===== src/rtl/rpa_pkg.sv =====
// ----------------------------------------------------------------------------
// rpa_pkg: register pool allocator shared types and constants
// Transfer payload structs, request codes, register indexes and the fixed
// priority orders used by the free-entry search of each pool.
// ----------------------------------------------------------------------------
package rpa_pkg;

	localparam int REGS_PER_POOL = 16;
	localparam int IDX_W         = $clog2(REGS_PER_POOL);
	localparam int GP_ORDER_LEN  = 15;
	localparam int VEC_ORDER_LEN = 16;

	typedef logic [IDX_W-1:0]         idx_t;
	typedef logic [REGS_PER_POOL-1:0] pool_bits_t;

	// request kinds
	localparam logic [1:0] KIND_ALLOC   = 2'd0;
	localparam logic [1:0] KIND_FREE    = 2'd1;
	localparam logic [1:0] KIND_RELEASE = 2'd2;

	// pool select
	localparam logic POOL_GP  = 1'b0;
	localparam logic POOL_VEC = 1'b1;

	// configuration register indexes
	localparam logic CFG_GP_RESERVED  = 1'b0;
	localparam logic CFG_VEC_RESERVED = 1'b1;

	// stack pointer entry of the general pool is always reserved
	localparam pool_bits_t GP_FORCED_RESERVED = 16'h0010;
	localparam pool_bits_t VEC_RESERVED_RESET = 16'h0000;

	localparam idx_t GP_ORDER [GP_ORDER_LEN] = '{
		4'd8, 4'd9, 4'd10, 4'd11, 4'd0, 4'd1, 4'd2, 4'd7,
		4'd6, 4'd12, 4'd13, 4'd14, 4'd15, 4'd3, 4'd5
	};

	localparam idx_t VEC_ORDER [VEC_ORDER_LEN] = '{
		4'd8, 4'd9, 4'd10, 4'd11, 4'd12, 4'd13, 4'd14, 4'd15,
		4'd0, 4'd1, 4'd2, 4'd3, 4'd4, 4'd5, 4'd6, 4'd7
	};

	typedef struct packed {
		logic [1:0] kind;
		logic       pool;
		idx_t       reg_index;
		logic       has_register;
	} req_t;

	typedef struct packed {
		idx_t       granted_index;
		logic       granted;
		pool_bits_t gp_allocated_now;
		pool_bits_t vec_allocated_now;
	} rsp_t;

endpackage


===== src/rtl/register_pool_allocator_unit.sv =====
// ----------------------------------------------------------------------------
// register_pool_allocator_unit: two-pool bitmap register allocator
// Grants, frees and releases entries of a general and a vector pool of
// sixteen registers each, honoring per-pool reserved masks.
// ----------------------------------------------------------------------------
// The unit takes one request per clock while req_stall is low and returns
// one result per request through the request register and then the result
// register. Throughput is one request per cycle without stalls, set by the
// single processing stage that reads, updates and writes back the allocated
// bitmaps in the same cycle. The result register decouples the two sides: a
// request is still taken while a finished result waits on rsp_stall; the
// request side stalls only when the request stage and result register are
// full and rsp_stall is high. The user must write reserved masks through the
// cfg port while idle, unenforced; general mask bit 4 (stack pointer) stays set.
module register_pool_allocator_unit (
	input  logic                  clk,
	input  logic                  arst_n,
	input  logic                  req_valid,
	output logic                  req_stall,
	input  rpa_pkg::req_t         req,
	output logic                  rsp_valid,
	input  logic                  rsp_stall,
	output rpa_pkg::rsp_t         rsp,
	input  logic                  cfg_we,
	input  logic                  cfg_index,
	input  rpa_pkg::pool_bits_t   cfg_data
);

	// request stage
	logic                req_valid_s1;
	rpa_pkg::req_t       req_s1;
	// result register
	logic                rsp_valid_s2;
	rpa_pkg::rsp_t       rsp_s2;
	// pool state and configuration
	rpa_pkg::pool_bits_t gp_alloc_q;
	rpa_pkg::pool_bits_t vec_alloc_q;
	rpa_pkg::pool_bits_t gp_resv_q;
	rpa_pkg::pool_bits_t vec_resv_q;

	logic                advance;
	rpa_pkg::pool_bits_t busy;
	rpa_pkg::pool_bits_t sel_alloc;
	rpa_pkg::pool_bits_t sel_alloc_next;
	rpa_pkg::pool_bits_t gp_alloc_next;
	rpa_pkg::pool_bits_t vec_alloc_next;
	logic                gp_found;
	rpa_pkg::idx_t       gp_pick;
	logic                vec_found;
	rpa_pkg::idx_t       vec_pick;
	logic                grant;
	rpa_pkg::idx_t       grant_idx;

	// move the request stage forward when the result register can take it
	assign advance   = req_valid_s1 && (!rsp_valid_s2 || !rsp_stall);
	assign req_stall = req_valid_s1 && !advance;
	assign rsp_valid = rsp_valid_s2;
	assign rsp       = rsp_s2;

	// search each pool's priority order for the first free, unreserved entry
	always_comb begin
		gp_found  = 1'b0;
		gp_pick   = '0;
		vec_found = 1'b0;
		vec_pick  = '0;
		for (int i = rpa_pkg::GP_ORDER_LEN - 1; i >= 0; i--) begin
			if (!(gp_alloc_q[rpa_pkg::GP_ORDER[i]] || gp_resv_q[rpa_pkg::GP_ORDER[i]]
					|| rpa_pkg::GP_FORCED_RESERVED[rpa_pkg::GP_ORDER[i]])) begin
				gp_found = 1'b1;
				gp_pick  = rpa_pkg::GP_ORDER[i];
			end
		end
		for (int i = rpa_pkg::VEC_ORDER_LEN - 1; i >= 0; i--) begin
			if (!(vec_alloc_q[rpa_pkg::VEC_ORDER[i]] || vec_resv_q[rpa_pkg::VEC_ORDER[i]])) begin
				vec_found = 1'b1;
				vec_pick  = rpa_pkg::VEC_ORDER[i];
			end
		end
	end

	// decide the grant and the new bitmap of the addressed pool
	always_comb begin
		if (req_s1.pool == rpa_pkg::POOL_VEC) begin
			sel_alloc = vec_alloc_q;
			busy      = vec_alloc_q | vec_resv_q;
		end else begin
			sel_alloc = gp_alloc_q;
			busy      = gp_alloc_q | gp_resv_q | rpa_pkg::GP_FORCED_RESERVED;
		end
		grant          = 1'b0;
		grant_idx      = '0;
		sel_alloc_next = sel_alloc;
		case (req_s1.kind)
			rpa_pkg::KIND_ALLOC: begin
				if (req_s1.has_register && !busy[req_s1.reg_index]) begin
					grant     = 1'b1;
					grant_idx = req_s1.reg_index;
				end else if (req_s1.pool == rpa_pkg::POOL_VEC) begin
					grant     = vec_found;
					grant_idx = vec_found ? vec_pick : '0;
				end else begin
					grant     = gp_found;
					grant_idx = gp_found ? gp_pick : '0;
				end
				if (grant) begin
					sel_alloc_next[grant_idx] = 1'b1;
				end
			end
			rpa_pkg::KIND_FREE: begin
				if (req_s1.has_register) begin
					sel_alloc_next[req_s1.reg_index] = 1'b0;
				end
			end
			rpa_pkg::KIND_RELEASE: begin
				sel_alloc_next = '0;
			end
			default: begin
				sel_alloc_next = sel_alloc;
			end
		endcase
		gp_alloc_next  = (req_s1.pool == rpa_pkg::POOL_GP) ? sel_alloc_next : gp_alloc_q;
		vec_alloc_next = (req_s1.pool == rpa_pkg::POOL_VEC) ? sel_alloc_next : vec_alloc_q;
	end

	// hold the request stage; load on each request transfer
	always_ff @(posedge clk or negedge arst_n) begin
		if (!arst_n) begin
			req_valid_s1 <= 1'b0;
		end else if (!req_stall) begin
			req_valid_s1 <= req_valid;
		end
	end

	always_ff @(posedge clk) begin
		if (!req_stall && req_valid) begin
			req_s1 <= req;
		end
	end

	// update the result valid flag: set on advance, drop on result transfer
	always_ff @(posedge clk or negedge arst_n) begin
		if (!arst_n) begin
			rsp_valid_s2 <= 1'b0;
		end else if (advance) begin
			rsp_valid_s2 <= 1'b1;
		end else if (!rsp_stall) begin
			rsp_valid_s2 <= 1'b0;
		end
	end

	always_ff @(posedge clk) begin
		if (advance) begin
			rsp_s2.granted_index     <= grant_idx;
			rsp_s2.granted           <= grant;
			rsp_s2.gp_allocated_now  <= gp_alloc_next;
			rsp_s2.vec_allocated_now <= vec_alloc_next;
		end
	end

	// commit the bitmaps of each processed request
	always_ff @(posedge clk or negedge arst_n) begin
		if (!arst_n) begin
			gp_alloc_q  <= '0;
			vec_alloc_q <= '0;
		end else if (advance) begin
			gp_alloc_q  <= gp_alloc_next;
			vec_alloc_q <= vec_alloc_next;
		end
	end

	// write reserved masks; keep the stack pointer reserved
	always_ff @(posedge clk or negedge arst_n) begin
		if (!arst_n) begin
			gp_resv_q  <= rpa_pkg::GP_FORCED_RESERVED;
			vec_resv_q <= rpa_pkg::VEC_RESERVED_RESET;
		end else if (cfg_we) begin
			case (cfg_index)
				rpa_pkg::CFG_GP_RESERVED: begin
					gp_resv_q <= cfg_data | rpa_pkg::GP_FORCED_RESERVED;
				end
				rpa_pkg::CFG_VEC_RESERVED: begin
					vec_resv_q <= cfg_data;
				end
				default: begin
					vec_resv_q <= vec_resv_q;
				end
			endcase
		end
	end

endmodule


===== config.mk =====
export PLATFORM = sky130hd
export DESIGN_NAME = register_pool_allocator_unit
export DESIGN_NICKNAME = d
export VERILOG_FILES = /design/src/rtl/rpa_pkg.sv /design/src/rtl/register_pool_allocator_unit.sv
export SDC_FILE = /design/constraint.sdc
export NUM_CORES = 1
export LEC_CHECK = 0
export ABC_AREA = 1
export ABC_CLOCK_PERIOD_IN_PS = 2250
export BUFFER_PORTS_ARGS = -buffer_cell sky130_fd_sc_hd__buf_2
export CAP_MARGIN = 10
export CORE_AREA = 5 5 94 162
export CTS_CLUSTER_DIAMETER = 100
export DETAILED_ROUTE_END_ITERATION = 8
export DIE_AREA = 0 0 99 167
export PLACE_DENSITY = 0.63
export SKIP_CTS_REPAIR_TIMING = 1
export SYNTH_ARGS = -nofsm -noshare
export SYNTH_HDL_FRONTEND = slang
export SYNTH_SLANG_ARGS = --single-unit

===== constraint.sdc =====
create_clock -name clk -period 2.25 [get_ports clk]
set_input_delay 0.225 -clock clk [delete_from_list [all_inputs] [get_ports clk]]
set_output_delay 0.225 -clock clk [all_outputs]
set_load 0.02 [all_outputs]

==> qor.yml, run 1 <==
die:
  start_util_pct: 44.23
  coreArea_um2: 13760
  die_area_um2: 16530
  die_width_um: 99
  ioPinCount: 69
  die_h_um: 167
  row_count: 57
final_layout:
  insertedDiodeCount: 0
  area_growth_pct: 32.70
  fin_cells: 1139
  final-seq-area_um2: 2979
  multiInputGateArea_um2: 2942
  final_nets: 987
  fillers: 1300
  fin_util_pct: 58.69
  drive_above_1_share_pct: 30.15
run_status:
  violations: "setup timing"
  status: "complete, but fails checks"
logic_synthesis:
  synth_area_leaders: "dfrtp_1 (27%), edfxtp_1 (22%), nand2_1 (16%)"
  yosysTopAreaCell: "dfrtp_1"
  synth_commonest_cells: "nand2_1 (260), inv_1 (83), nor2_1 (68)"
  synthDistinctLibCells: 36
  ys_seq_area_share_pct: 48.91
  synth_flop_cell: "dfrtp_1"
  synth-edff-count: 45
  async_reset_ff_share_pct: 59.09
  syn_area_per_cell_um2: 7.658
  yosysMostFrequentCell: "nand2_1"
  synthCells: 795
  synth_seq_cells: 110
  yosys_warnings: 0
  synth_top_area_share_pct: 26.72
  synth_area_um2: 6088
  syn_nets: 825
global_route:
  grt_max_degree: 42
  antenna_found_initial: 0
  grt_pass1_vias: 5418
  grt_use_total_pct: 22.00
  grt_pass1_wl_um: 28160
  grt_overflow: 0
worst_setup_path:
  reg2reg_setup_slack_ns: -0.32
  crit_path_end: "rsp[4]$_DFFE_PP_"
  crit_fanout: 10
  r2r_start: "req_s1[5]$_DFFE_PP_"
  r2r-end: "rsp[4]$_DFFE_PP_"
  cp-end-kind: "flip-flop"
  crit_chain: "buf_6, clkbuf_16, o211ai_1, nand2_1, nor2_2, nor2_1, nor2_2, nand2_4, buf_6, o21ai_4, nor2_4, nand2_2, nand3_2, and2_1"
  worst-path-stages: 14
  cp_num_buf_inv: 3
  crit_slowest_cell: "edfxtp_1"
  r2r_cells: 14
  cp-startpoint: "req_s1[5]$_DFFE_PP_"
  path_delay_family: "simple AND/OR/NAND/NOR gates"
  critPathRequiredTime_ns: 2.36
  crit_arrival_ns: 2.68
  worst_setup_path_start_kind: "flip-flop"
  worstSetupPathType: "reg2reg"
  cpPeakStageDelay_ns: 0.43
routing:
  totalWireLength_um: 18170
  ant_nets: 0
  dr.pass1.iters: 5
  vias: 5872
  wire_per_inst_um: 15.95
  drtIter0Drc: 321
  drc: 0
  drt-vias-per-instance: 5.155
power:
  leakage_uw: 0.003995
  vdd_drop_max_v: 0.0004075
  power.density_nw_per_um2: 936.6
clock_network:
  clockBufferDepth: 2
  clk_latency_ns: 0.36
  cts_buffers: 9
  htree_levels: 3
  cts_sinks: 110
  clk_pin_slew_ns: 0.07
  tritoncts: "built"
  root_buffer: "clkbuf_16"
sta:
  finalMaxSlewViolations: 0
  slew_headroom_pct: 44.20
  fin_ws_ns: -0.3173
  fin_crit_sh_pct: 114.1
  hold_ws_ns: 0.04313
  max_freq_mhz: 389.5
  rsz0062_at_grt: "true"
  setup_tns_ns: -15.22
  worst_pin_slew_ns: 0.8350
  setup_viol: 65
  period_needed_ns: 2.567
  finalHoldViolCount: 0
  fin_skew_ns: 0.01207
flow_run:
  cap_violations: 0
worst_hold_path:
  holdCritPathClass: "in2reg"
  worstHoldStart: "req[6]"
placement:
  dp_hpwl_um: 13930
  place_congestion: 0.9500
  dp.cells: 1115
  io_buffers: 68
==> worst reg2reg max path: stages (launching register included) <==
cell and delay, ns:
edfxtp_1 0.43, buf_6 0.15, clkbuf_16 0.16, o211ai_1 0.17, nand2_1 0.11, nor2_2 0.13, nor2_1 0.06, nor2_2 0.16
nand2_4 0.14, buf_6 0.16, o21ai_4 0.25, nor2_4 0.08, nand2_2 0.09, nand3_2 0.08, and2_1 0.17
==> cells in the final DEF (no fill, tap or decap), types with 10 or more instances in the layout <==
master	synthesis	routed
clkbuf_16	0	12
dfrtp_1	65	64
nand2_2	1	24
nor2_2	3	11
or2_2	13	13
inv_1	83	79
a21oi_1	10	10
o21ai_0	57	53
o211ai_1	14	14
buf_2	6	68
nand2_1	260	233
nand3_1	65	50
a21boi_1	9	11
nor2_1	68	56
edfxtp_1	45	45
nand3_2	0	14
buf_4	2	101
==> state kept, by name, summed over array words and instances (netlist names) <==
signal / flops
gp_resv_q: 15
rsp: 37
req_valid_s1: 1
vec_resv_q: 16
req_s1: 8
gp_alloc_q: 16
rsp_valid: 1
vec_alloc_q: 16
==> cells by family after synthesis <==
group                     share of synthesized area, %
and+or+nand+nor                                  30.68
AOI/OAI and AO/OA                                12.56
buffers and inverters                            7.521
DFF                                              48.91
xor gates and xnor gates                        0.1439
muxes                                           0.1849
==> worst min path at each step <==
stage / endpoint / cells after the start / slack [ns]
finish: req_s1[6]$_DFFE_PP_ / 1 / 0.04
detailed placement: vec_resv_q[2]$_DFFE_PN0P_ / 1 / 0.22
global route: req_s1[6]$_DFFE_PP_ / 1 / 0.03
floorplan: gp_alloc_q[0]$_DFFE_PN0P_ / 0 / -0.07
CTS: req_valid_s1$_DFFE_PN0N_ / 1 / -0.16
global placement: req_valid_s1$_DFFE_PN0N_ / 1 / 0.22
==> power by group <==
group / switching [µW] / leakage, µW / internal, µW
Sequential: 296 / 0.00124 / 2530
Clock: 701 / 0.000146 / 933
Combinational: 1790 / 0.00261 / 1310
==> metrics by stage <==
stage | setup slack (ns) | cell area [µm²] | power [µW]
after floorplan | 0.04247 | 6088 | 4342
after global placement | -0.3830 | 7340 | 5641
after detailed placement | -0.3464 | 7340 | 5654
after CTS | -0.3617 | 7645 | 7315
after global routing | -0.4238 | 8079 | 8049
final | -0.3173 | 8079 | 7567
==> final cells by class <==
class	instances	area share (%)
clock buffers	13	3.237
well taps	177	2.741
repair buffers	182	16.00
flip-flops and latches	110	36.87
multi-input cells	567	36.41
inverters	87	4.197
clock inverters	3	0.5420
==> layer usage <==
layer / part of all wire [%] / vias to the layer above / track usage, %
li1: - / 2922 / -
met1: 38 / 2727 / 25.92
met2: 52 / 166 / 38.50
met3: 3.9 / 57 / 2.930
met4: 5.8 / 0 / 11.18
met5: 0 / - / 0
No activity file was read; power rests on OpenSTA's default activity.
==> run 2, diff against run 1 <==
--- a/config.mk
+++ b/config.mk
@@ -13,6 +13,7 @@
 export CTS_CLUSTER_DIAMETER = 100
 export DETAILED_ROUTE_END_ITERATION = 8
 export DIE_AREA = 0 0 99 167
+export MAX_ROUTING_LAYER = met4
 export PLACE_DENSITY = 0.63
 export SKIP_CTS_REPAIR_TIMING = 1
 export SYNTH_ARGS = -nofsm -noshare
==> run 2 against run 1 <==
  * The run still ends with setup timing left
  * Highest routed layer unchanged
  * Maximum frequency shrank 4.9%
  * Non-clock buffer count grew 14
  * Utilization grew 0.15 points
  * Final area grew 0.26%
  * Worst setup slack lost 0.13 ns
  * Sequential cell count is the same
  * Hold slack gained 0.0016 ns
  * Routed wire length grew 0.24%
  * Die area is the same
  * Sequential share of layout area shrank 0.11 points
==> qor.yml, run 2 (synthesis results as in run 1) <==
run_status:
  status: "complete, but fails checks"
  violations: "setup timing"
final_layout:
  largest_reg_flops: 37
  area_growth_pct: 33.05
  insertedDiodeCount: 0
  final_nets: 1001
  multiInputGateArea_um2: 2861
  drive_above_1_share_pct: 28.59
  final_common_cell: "nand2_1"
  final_cell_mix: "nand2_1 (248), buf_4 (116), inv_1 (82)"
  fillers: 1284
  final_area_um2: 8100
  final-seq-area_um2: 2978
die:
  row_count: 57
  die_width_um: 99
  die_area_um2: 16530
  coreArea_um2: 13760
  start_util_pct: 44.23
  die_h_um: 167
  ioPinCount: 69
power:
  leakage_uw: 0.004041
  vdd_drop_max_v: 0.0005060
  power.density_nw_per_um2: 924.9
  p_total_uw: 7492
sta:
  rsz0062_at_grt: "true"
  setup_viol: 68
  slew_headroom_pct: 44.87
  fin_ws_ns: -0.4493
  period_needed_ns: 2.699
  setup_tns_ns: -22.58
  fin_crit_sh_pct: 120.0
  finalHoldViolCount: 0
  max_freq_mhz: 370.5
  worst_pin_slew_ns: 0.8250
  fin_skew_ns: 0.01033
  finalMaxSlewViolations: 0
worst_setup_path:
  r2r_start: "req_s1[5]$_DFFE_PP_"
  critPathRequiredTime_ns: 2.54
  crit_fanout: 8
  cp-startpoint: "req_s1[5]$_DFFE_PP_"
  worstSetupPathType: "reg2reg"
  cp-end-kind: "flip-flop"
  crit_arrival_ns: 2.99
  worst_setup_path_start_kind: "flip-flop"
clock_network:
  root_buffer: "clkbuf_16"
  tritoncts: "built"
  clockBufferDepth: 2
  clk_pin_slew_ns: 0.07
  cts_sinks: 110
  clk_latency_ns: 0.35
  htree_levels: 3
  cts_buffers: 9
placement:
  dp_slack_ns: -0.4064
  placed_area_um2: 7347
  place_congestion: 0.9783
  io_buffers: 68
  dp_hpwl_um: 13840
flow_run:
  cap_violations: 0
routing:
  drc: 0
  ant_nets: 0
  top_layer_used: "met4"
  vias: 5847
  wire_per_inst_um: 15.80
  dr.pass1.iters: 5
  met3_length_um: 708
  drt-vias-per-instance: 5.071
  route.met2.wl_um: 9471
  met1_length_um: 7094
  totalWireLength_um: 18210
  drtIter0Drc: 335
global_route:
  grt_overflow: 0
  grt_max_degree: 56
  antenna_found_initial: 0
  grt_use_total_pct: 22.52
  grt_pass1_vias: 5409
  grt_pass1_wl_um: 28210
worst_hold_path:
  holdCritPathClass: "in2reg"
  worstHoldStart: "req[0]"
==> run 2: changes by cell type in the layout (fill, tap and decap cells not counted), moves of 3 or more <==
cell,previous run,this run
nor2_2,11,5
clkinv_4,0,3
nor2_1,56,64
nand2_2,24,11
buf_4,101,116
nand2_1,233,248
inv_1,79,82
==> run 2: cell type report <==
type	instances	share of cell area, %
clock inverter	3	0.3089
sequential	110	36.76
tap	177	2.734
timing repair buffer	196	17.27
multi-input combinational	567	35.33
clock buffer	13	3.475
inverter	87	4.124
==> run 2: power by group <==
| group | switching [µW] | total [µW] | internal, µW |
|---|---|---|---|
| Combinational | 1760 | 3080 | 1320 |
| Sequential | 289 | 2820 | 2530 |
| Clock | 708 | 1590 | 884 |
| Total | 2750 | 7490 | 4740 |
==> run 2: critical path: stages (launching register included) <==
cell and delay [ns]:
edfxtp_1 0.38, buf_6 0.14, buf_4 0.12, clkbuf_16 0.14, nand2_1 0.06, o211ai_1 0.25, nand2_1 0.09, nor2_1 0.10
nor2_1 0.05, nor2_2 0.15, nand2_4 0.13, nand2_1 0.13, o21ai_4 0.09, nor3_2 0.36, nand3_2 0.12, nand2_2 0.10
inv_2 0.04, nand2_1 0.05, nand3_1 0.06, nand2_1 0.08
==> run 2: routing by layer <==
| layer | GRT usage, % | vias up |
|---|---|---|
| met5 | - | - |
| met4 | 10.76 | 0 |
| met3 | 2.512 | 54 |
| met2 | 38.55 | 155 |
| met1 | 25.96 | 2688 |
| li1 | - | 2950 |
==> run 2: path summary, 6_finish.rpt <==
| kind | to | slack [ns] | cells after the start |
|---|---|---|---|
| max in group asynchronous | vec_alloc_q[8]$_DFFE_PN0P_ | 1.22 | 3 |
| min reg2reg | rsp_valid$_DFFE_PN0P_ | 0.48 | 2 |
| max | vec_alloc_q[11]$_DFFE_PN0P_ | -0.45 | 19 |
| min in group asynchronous | vec_resv_q[3]$_DFFE_PN0P_ | 0.38 | 2 |
| min | req_s1[0]$_DFFE_PP_ | 0.04 | 1 |
| max reg2reg | vec_alloc_q[11]$_DFFE_PN0P_ | -0.45 | 19 |
==> run 2: metrics by stage <==
step,instances,util [%],hold slack (ns)
2_1_floorplan,795,-,-0.07059
3_3_place_gp,1116,53.38,0.2120
3_5_place_dp,1116,53.38,0.2138
4_1_cts,1132,55.60,-0.1574
5_1_grt,1153,58.85,0.03425
6_report,1153,58.85,0.04469
